**config.mk**
```make
export PLATFORM = sky130hd
export DESIGN_NAME = timed_event_membership_table
export DESIGN_NICKNAME = d
export VERILOG_FILES = /design/src/temt_pkg.sv /design/src/timed_event_membership_table.sv /design/src/temt_cell.sv
export SDC_FILE = /design/constraint.sdc
export NUM_CORES = 2
export LEC_CHECK = 0
export BUFFER_PORTS_ARGS = -buffer_cell sky130_fd_sc_hd__buf_2
export CAP_MARGIN = 20
export CORE_ASPECT_RATIO = 1.5
export CORE_MARGIN = 5
export CORE_UTILIZATION = 52
export DETAILED_ROUTE_END_ITERATION = 16
export GPL_ROUTABILITY_DRIVEN = 0
export PLACE_DENSITY = 0.68
export RECOVER_POWER = 100
export SLEW_MARGIN = 25
export SYNTH_ARGS = -nofsm -noshare
export SYNTH_HDL_FRONTEND = slang
export SYNTH_SLANG_ARGS = --single-unit
```
**constraint.sdc**
```tcl
create_clock -name clk_i -period 27.6 [get_ports clk_i]
set_clock_uncertainty 0.1 [all_clocks]
set_input_delay 1.38 -clock clk_i [delete_from_list [all_inputs] [get_ports clk_i]]
set_output_delay 1.38 -clock clk_i [all_outputs]
set_load 0.01 [all_outputs]
```
**src/temt_pkg.sv**
```systemverilog
`default_nettype none

package temt_pkg;

  localparam int unsigned TABLE_DEPTH = 16;

  localparam int unsigned TimeW    = 32;
  localparam int unsigned IdW      = 32;
  localparam int unsigned HashW    = 32;
  localparam int unsigned TimeoutW = 16;

  localparam logic [TimeoutW-1:0] TIMEOUT_RESET = 16'd3000;

  // byte address of the timeout register
  localparam logic [1:0] TIMEOUT_ADDR = 2'd0;

  typedef enum logic [1:0] {
    MODE_INSERT   = 2'd0,
    MODE_QUERY_ID = 2'd1,
    MODE_QUERY_HS = 2'd2
  } mode_e;

  // request travelling down the row of cells, one cell per cycle
  typedef struct packed {
    logic             active;
    logic [1:0]       mode;
    logic [TimeW-1:0] now;
    logic [IdW-1:0]   id;
    logic [HashW-1:0] hash;
    logic             found;
    logic             placed;
  } token_t;

endpackage

`default_nettype wire

```
**src/timed_event_membership_table.sv**
```systemverilog
// channel   | direction | handshake                 | payload
// s_axis    | in        | tvalid / tready           | mode, now_ms, event_id, event_hash
// m_axis    | out       | tvalid / tready           | found, full_drop
// apb       | in        | psel, penable, pwrite     | timeout_ms at address 0
//
// an accepted word walks the row of TABLE_DEPTH cells, one cell per cycle;
// each cell expires its entry, then inserts or compares as the word passes
// the result passes from the last cell into the output register, or into the holding register if stalled;
// the next word is taken once that result is in the output register, not before
// reset clears all valid bits and sets timeout_ms to 3000
// a result stalled at the output waits in a one-entry holding register;
// one word is in the row at a time, input ready is low while it walks
`default_nettype none

module timed_event_membership_table (
  input  wire logic         clk_i,
  input  wire logic         rst_ni,
  // s_axis_tdata_i: mode[1:0], now_ms[33:2], event_id[65:34], event_hash[97:66], zeros
  input  wire logic         s_axis_tvalid_i,
  output logic              s_axis_tready_o,
  input  wire logic [103:0] s_axis_tdata_i,
  // m_axis_tdata_o: found[0], full_drop[1], zeros
  output logic              m_axis_tvalid_o,
  input  wire logic         m_axis_tready_i,
  output logic [7:0]        m_axis_tdata_o,
  input  wire logic         psel_i,
  input  wire logic         penable_i,
  input  wire logic         pwrite_i,
  input  wire logic [1:0]   paddr_i,
  input  wire logic [31:0]  pwdata_i,
  output logic [31:0]       prdata_o,
  output logic              pready_o
);

  localparam int unsigned Depth = temt_pkg::TABLE_DEPTH;

  logic [temt_pkg::TimeoutW-1:0] timeout_q;
  logic                          busy_q, busy_d;
  logic                          out_valid_q, out_valid_d;
  logic                          out_found_q, out_found_d;
  logic                          out_drop_q, out_drop_d;
  logic                          pend_valid_q, pend_valid_d;
  logic                          pend_found_q, pend_found_d;
  logic                          pend_drop_q, pend_drop_d;

  temt_pkg::token_t              chain [Depth+1];
  logic [Depth-1:0]              chain_active;

  logic in_take, out_take, out_free;
  logic res_valid, res_found, res_drop;
  logic cfg_wr;

  // configuration
  assign pready_o = 1'b1;
  assign cfg_wr   = psel_i && penable_i && pwrite_i && (paddr_i == temt_pkg::TIMEOUT_ADDR);
  assign prdata_o = (paddr_i == temt_pkg::TIMEOUT_ADDR) ?
                    {{(32-temt_pkg::TimeoutW){1'b0}}, timeout_q} : 32'd0;

  always_ff @(posedge clk_i or negedge rst_ni) begin
    if (!rst_ni) begin
      timeout_q <= temt_pkg::TIMEOUT_RESET;
    end else if (cfg_wr) begin
      timeout_q <= pwdata_i[temt_pkg::TimeoutW-1:0];
    end
  end

  // input
  assign s_axis_tready_o = !busy_q;
  assign in_take         = s_axis_tvalid_i && !busy_q;

  always_comb begin
    chain[0].active = in_take;
    chain[0].mode   = s_axis_tdata_i[1:0];
    chain[0].now    = s_axis_tdata_i[33:2];
    chain[0].id     = s_axis_tdata_i[65:34];
    chain[0].hash   = s_axis_tdata_i[97:66];
    chain[0].found  = 1'b0;
    chain[0].placed = 1'b0;
  end

  for (genvar g = 0; g < Depth; g++) begin : g_cell
    temt_cell u_cell (
      .clk_i     (clk_i),
      .rst_ni    (rst_ni),
      .timeout_i (timeout_q),
      .tok_i     (chain[g]),
      .tok_o     (chain[g+1])
    );
    assign chain_active[g] = chain[g+1].active;
  end

  // result leaving the row
  assign res_valid = chain[Depth].active;
  assign res_found = chain[Depth].found;
  assign res_drop  = (chain[Depth].mode == temt_pkg::MODE_INSERT) && !chain[Depth].placed;

  assign out_take = out_valid_q && m_axis_tready_i;
  assign out_free = !out_valid_q || out_take;

  always_comb begin
    busy_d       = busy_q;
    out_valid_d  = out_valid_q;
    out_found_d  = out_found_q;
    out_drop_d   = out_drop_q;
    pend_valid_d = pend_valid_q;
    pend_found_d = pend_found_q;
    pend_drop_d  = pend_drop_q;
    if (in_take) begin
      busy_d = 1'b1;
    end
    if (out_free) begin
      if (pend_valid_q) begin
        out_valid_d  = 1'b1;
        out_found_d  = pend_found_q;
        out_drop_d   = pend_drop_q;
        pend_valid_d = 1'b0;
        busy_d       = 1'b0;
      end else if (res_valid) begin
        out_valid_d = 1'b1;
        out_found_d = res_found;
        out_drop_d  = res_drop;
        busy_d      = 1'b0;
      end else begin
        out_valid_d = 1'b0;
      end
    end else if (res_valid) begin
      pend_valid_d = 1'b1;
      pend_found_d = res_found;
      pend_drop_d  = res_drop;
    end
  end

  always_ff @(posedge clk_i or negedge rst_ni) begin
    if (!rst_ni) begin
      busy_q       <= 1'b0;
      out_valid_q  <= 1'b0;
      pend_valid_q <= 1'b0;
    end else begin
      busy_q       <= busy_d;
      out_valid_q  <= out_valid_d;
      pend_valid_q <= pend_valid_d;
    end
  end

  always_ff @(posedge clk_i) begin
    out_found_q  <= out_found_d;
    out_drop_q   <= out_drop_d;
    pend_found_q <= pend_found_d;
    pend_drop_q  <= pend_drop_d;
  end

  assign m_axis_tvalid_o = out_valid_q;
  assign m_axis_tdata_o  = {6'd0, out_drop_q, out_found_q};

  // checks
  a_one_in_row: assert property (@(posedge clk_i) disable iff (!rst_ni)
    $countones(chain_active) <= 1)
    else $error("more than one word in the cell row");

  a_idle_row_empty: assert property (@(posedge clk_i) disable iff (!rst_ni)
    !busy_q |-> (chain_active == '0) && !pend_valid_q)
    else $error("row or holding register busy while input is ready");

  a_pend_behind_out: assert property (@(posedge clk_i) disable iff (!rst_ni)
    pend_valid_q |-> out_valid_q)
    else $error("holding register full while output register is empty");

  a_take_sets_busy: assert property (@(posedge clk_i) disable iff (!rst_ni)
    in_take |=> busy_q && chain_active[0])
    else $error("accepted word did not enter the row");

  a_flags_exclusive: assert property (@(posedge clk_i) disable iff (!rst_ni)
    out_valid_q |-> !(out_found_q && out_drop_q))
    else $error("found and full_drop both set");

endmodule

`default_nettype wire

```
**src/temt_cell.sv**
```systemverilog
`default_nettype none

module temt_cell (
  input  wire logic                           clk_i,
  input  wire logic                           rst_ni,
  input  wire logic [temt_pkg::TimeoutW-1:0]  timeout_i,
  input  wire temt_pkg::token_t               tok_i,
  output temt_pkg::token_t                    tok_o
);

  logic                        valid_q, valid_d;
  logic [temt_pkg::TimeW-1:0]  stamp_q;
  logic [temt_pkg::IdW-1:0]    id_q;
  logic [temt_pkg::HashW-1:0]  hash_q;
  temt_pkg::token_t            tok_q, tok_d;

  logic [temt_pkg::TimeW-1:0]  age;
  logic                        live;
  logic                        match;
  logic                        take;

  assign age  = tok_i.now - stamp_q;
  assign live = valid_q &&
                (age < {{(temt_pkg::TimeW-temt_pkg::TimeoutW){1'b0}}, timeout_i});

  always_comb begin
    case (tok_i.mode)
      temt_pkg::MODE_QUERY_ID: match = live && (id_q == tok_i.id);
      temt_pkg::MODE_QUERY_HS: match = live && (hash_q == tok_i.hash);
      default:                 match = 1'b0;
    endcase
  end

  // lowest free slot wins: the first free cell the token meets
  assign take = tok_i.active && !tok_i.placed && !live &&
                (tok_i.mode == temt_pkg::MODE_INSERT);

  always_comb begin
    valid_d = valid_q;
    tok_d   = tok_i;
    if (tok_i.active) begin
      valid_d      = live || take;
      tok_d.placed = tok_i.placed || take;
      tok_d.found  = tok_i.found || match;
    end
  end

  always_ff @(posedge clk_i or negedge rst_ni) begin
    if (!rst_ni) begin
      valid_q <= 1'b0;
      tok_q   <= '0;
    end else begin
      valid_q <= valid_d;
      tok_q   <= tok_d;
    end
  end

  always_ff @(posedge clk_i) begin
    if (take) begin
      stamp_q <= tok_i.now;
      id_q    <= tok_i.id;
      hash_q  <= tok_i.hash;
    end
  end

  assign tok_o = tok_q;

endmodule

`default_nettype wire
```
==> run metrics <==
final worst path period share 0.524; number of instances in the synthesized netlist 10.2k; Worst R2R End g_cell[5].u_cell.id_q[24]; Site Rows 228; static leakage 59.4 nW; sequential cell area 85200 um2; Post-synth EDFFs 1540; Setup Fix Bufs, Post-CTS 0; internal power consumption 7.78 mW; Switching Fraction 0.237; Initial Util 0.523; number of antenna-violating nets in the routed design 0; WS Path Type primary input to async pin; initial antenna violation count 15; Total Die Area 269000 um2; number of port buffers 142; Worst R2R Path Depth 21; highest fanout seen on the critical path 117; core utilization of the finished layout 0.579; normalized max-slew margin -3.50; Initial DRC Count 4971; clock tree from TritonCTS built; Clock Root Buffer sky130_fd_sc_hd__clkbuf_16; maximum operating frequency 69.1 MHz; Die Span X 425 um; fraction of layout instances using a drive strength above 1 0.0544; worst-skew pair later-pin latency 0.87 ns; max-capacitance violation count 52; number of detailed-route iterations in the first pass 9; total routing usage reported by global routing 0.209; number of nets in the final layout 11.5k; clock sink total 3095; Worst Min Path Start g_cell[9].u_cell.tok_o[98]; area of the multi-input gates 46000 um2; setup slack of the critical path after layout 13.13 ns; placed cell count 13.7k; part of the Yosys area used for sequential elements 0.633; total count of hold-check failures in the final report 0; portion of total power attributed to sequential cells 0.503; growth of design area from synthesis to finish 10.8%; share of flip-flops with an asynchronous set or reset after synthesis 0.502; data arrival time at the worst-slack endpoint 15.24 ns; DP Worst Slack 20.28 ns; power per unit of standard cell area 68.5 nW/um2; slew at the pin closest to its max-slew limit 6.75 ns; startpoint of the lowest-slack register-to-register path g_cell[5].u_cell.stamp_q[1]; minimum clock period 14.47 ns; predominant post-synthesis flop cell sky130_fd_sc_hd__dfrtp_1; reported net switching power 2.42 mW; post-detailed-placement half-perimeter wirelength 214000 um; Yosys Warn Count 0; CTS H-tree depth 5; overall routed net length 284000 um; peak supply drop 0.0712 mV; IO Count 188; post-CTS clock slew at the launch and capture registers of the worst setup and hold paths 0.06 ns; DR vias/cell 5.66; setup slack on the worst flop-to-flop path 18.03 ns; total of hold buffers inserted after clock tree synthesis 0; summed negative setup slack over all endpoints 0 ns; number of buffers created by CTS 296; Hold Crit Endpoint g_cell[10].u_cell.tok_o[98]; number of different library cells in the post-synthesis netlist 87; CORE AREA 257000 um2; Synth Area per Inst 13.2 um2; Post-Route Hold Slack 0.274 ns; status complete, but fails checks; cell depth of the worst min-delay path 0; worst min-delay path class flip-flop to flip-flop; flop and latch count out of synthesis 3095; wire length of the first global-routing pass 447000 um; combinational power share 0.094; violated checks capacitance limit, slew limit; maximum number of pins on one net before global-route repair 118; most common cell after layout, fill and taps aside sky130_fd_sc_hd__dfrtp_1; most frequent cells in the layout sky130_fd_sc_hd__dfrtp_1 (1548), sky130_fd_sc_hd__edfxtp_1 (1540), sky130_fd_sc_hd__ha_1 (768); Die Y-Extent 633 um; startpoint kind of the worst setup timing path primary input; final number of max-transition violations 2828; Filler Cell Count 20.0k; WL per Instance 19.9 um; total number of vias 80.7k; final-report setup violation count 0; CTS max path bufs 4; type of element capturing the critical path async pin; total gr overflow 0; via count of the first global-routing pass 84.5k; Layout Cells excl Fill 14.3k; RSZ-0062 raised after global routing false; count of instances resized after the clock tree is built 0; clock network fraction of design power 0.402; Remaining DRCs 0; cell area after synthesis 134000 um2; required time reported for the critical path endpoint 28.37 ns
## Yosys cell counts, types with 33 or more instances
library cell / instances / area [um2]
sky130_fd_sc_hd__a31oi_1: 59 / 369
sky130_fd_sc_hd__nand4_1: 294 / 1840
sky130_fd_sc_hd__and2_1: 33 / 206
sky130_fd_sc_hd__a21boi_0: 36 / 270
sky130_fd_sc_hd__xor2_1: 629 / 5510
sky130_fd_sc_hd__edfxtp_1: 1540 / 46200
sky130_fd_sc_hd__nor2_1: 395 / 1480
sky130_fd_sc_hd__nand3_1: 146 / 731
sky130_fd_sc_hd__o31ai_1: 36 / 270
sky130_fd_sc_hd__or3_1: 36 / 225
sky130_fd_sc_hd__o211ai_1: 53 / 398
sky130_fd_sc_hd__nor2b_1: 79 / 494
sky130_fd_sc_hd__nand2_1: 455 / 1710
sky130_fd_sc_hd__a2111oi_0: 36 / 315
sky130_fd_sc_hd__nor3_1: 138 / 691
sky130_fd_sc_hd__o2111ai_1: 44 / 385
sky130_fd_sc_hd__dfrtp_1: 1548 / 38700
sky130_fd_sc_hd__inv_1: 707 / 2650
sky130_fd_sc_hd__a21oi_1: 585 / 2930
sky130_fd_sc_hd__o41ai_1: 34 / 298
sky130_fd_sc_hd__o21bai_1: 60 / 450
sky130_fd_sc_hd__o21ai_0: 374 / 1870
sky130_fd_sc_hd__nor4_1: 194 / 1210
sky130_fd_sc_hd__a21o_1: 171 / 1280
sky130_fd_sc_hd__ha_1: 768 / 9610
sky130_fd_sc_hd__and3_1: 57 / 357
sky130_fd_sc_hd__o21a_1: 113 / 848
sky130_fd_sc_hd__a211oi_1: 93 / 698
sky130_fd_sc_hd__nand2b_1: 85 / 532
sky130_fd_sc_hd__mux2i_1: 37 / 370
sky130_fd_sc_hd__clkbuf_1: 152 / 571
sky130_fd_sc_hd__xnor2_1: 718 / 6290
## cells by family after synthesis
group / share of synthesized area
other: 0.0000558
AO/OA/AOI/OAI: 0.0955
flip-flops: 0.633
XOR/XNOR: 0.0877
adder cells (fa/ha/maj): 0.0738
multiplexers: 0.00376
AND/OR/NAND/NOR: 0.0803
buffers and inverters: 0.0255
## flip-flops by register name (all words and copies together) (netlist names)
register and flops:
pend_drop_q 1, pend_valid_q 1, g_cell.u_cell.stamp_q 512, g_cell.u_cell.tok_o 1520
out_found_q 1, pend_found_q 1, m_axis_tvalid_o 1, g_cell.u_cell.valid_q 16
out_drop_q 1, g_cell.u_cell.hash_q 512, g_cell.u_cell.id_q 512, timeout_q 16
busy_q 1
## power by group through the flow
stage	sequential (mW)	clock (mW)	combinational, mW
floorplan	5.18	0	0.628
global placement	5.22	0	0.924
detailed placement	5.23	0	0.959
CTS	5.14	4.20	0.966
global route	5.16	4.39	1.07
finish	5.14	4.11	0.963
## critical path: stages
cell                       delay [ns]
sky130_fd_sc_hd__clkbuf_1        4.58
sky130_fd_sc_hd__clkbuf_1        2.62
sky130_fd_sc_hd__clkbuf_1        3.03
sky130_fd_sc_hd__clkbuf_1        2.69
sky130_fd_sc_hd__buf_6           0.72
## layer usage
metal | track usage | share of wire | routed length (um) | vias to the layer above
li1 | - | - | - | 37835
met1 | 0.212 | 0.35 | 98100 | 39695
met5 | 0 | 0 | 0 | -
met3 | 0.0250 | 0.037 | 10400 | 949
met2 | 0.402 | 0.55 | 156000 | 2263
met4 | 0.128 | 0.069 | 19700 | 0
## through the flow
stage               instance area, um2  total power [mW]
finish                          149000              10.2
global route                    149000              10.6
detailed placement              139000              6.19
CTS                             149000              10.3
global placement                139000              6.14
floorplan                       135000              5.81
## final cells by class
class                           instances  share of cell area
Multi-Input combinational cell       6249               0.309
Clock inverter                        134              0.0108
Sequential cell                      3095               0.571
Clock buffer                          403              0.0560
Timing Repair Buffer                  215             0.00629
Antenna cell                           12            0.000201
Inverter                              707              0.0178
Tap cell                             3450              0.0290
## how the worst max path moves through the flow
stage | startpoint | end | slack [ns]
2_1_floorplan | g_cell[1].u_cell.stamp_q[1] | g_cell[1].u_cell.hash_q[0] | 16.61
3_3_place_gp | s_axis_tdata_i[2] | g_cell[0].u_cell.id_q[10] | 20.39
3_5_place_dp | s_axis_tdata_i[2] | g_cell[0].u_cell.id_q[10] | 20.28
4_1_cts | g_cell[9].u_cell.tok_o[73] | g_cell[10].u_cell.id_q[24] | 20.49
5_1_grt | rst_ni | g_cell[11].u_cell.tok_o[82] | 10.09
6_report | rst_ni | g_cell[14].u_cell.tok_o[78] | 13.13
No activity file was read; power rests on OpenSTA's default activity.
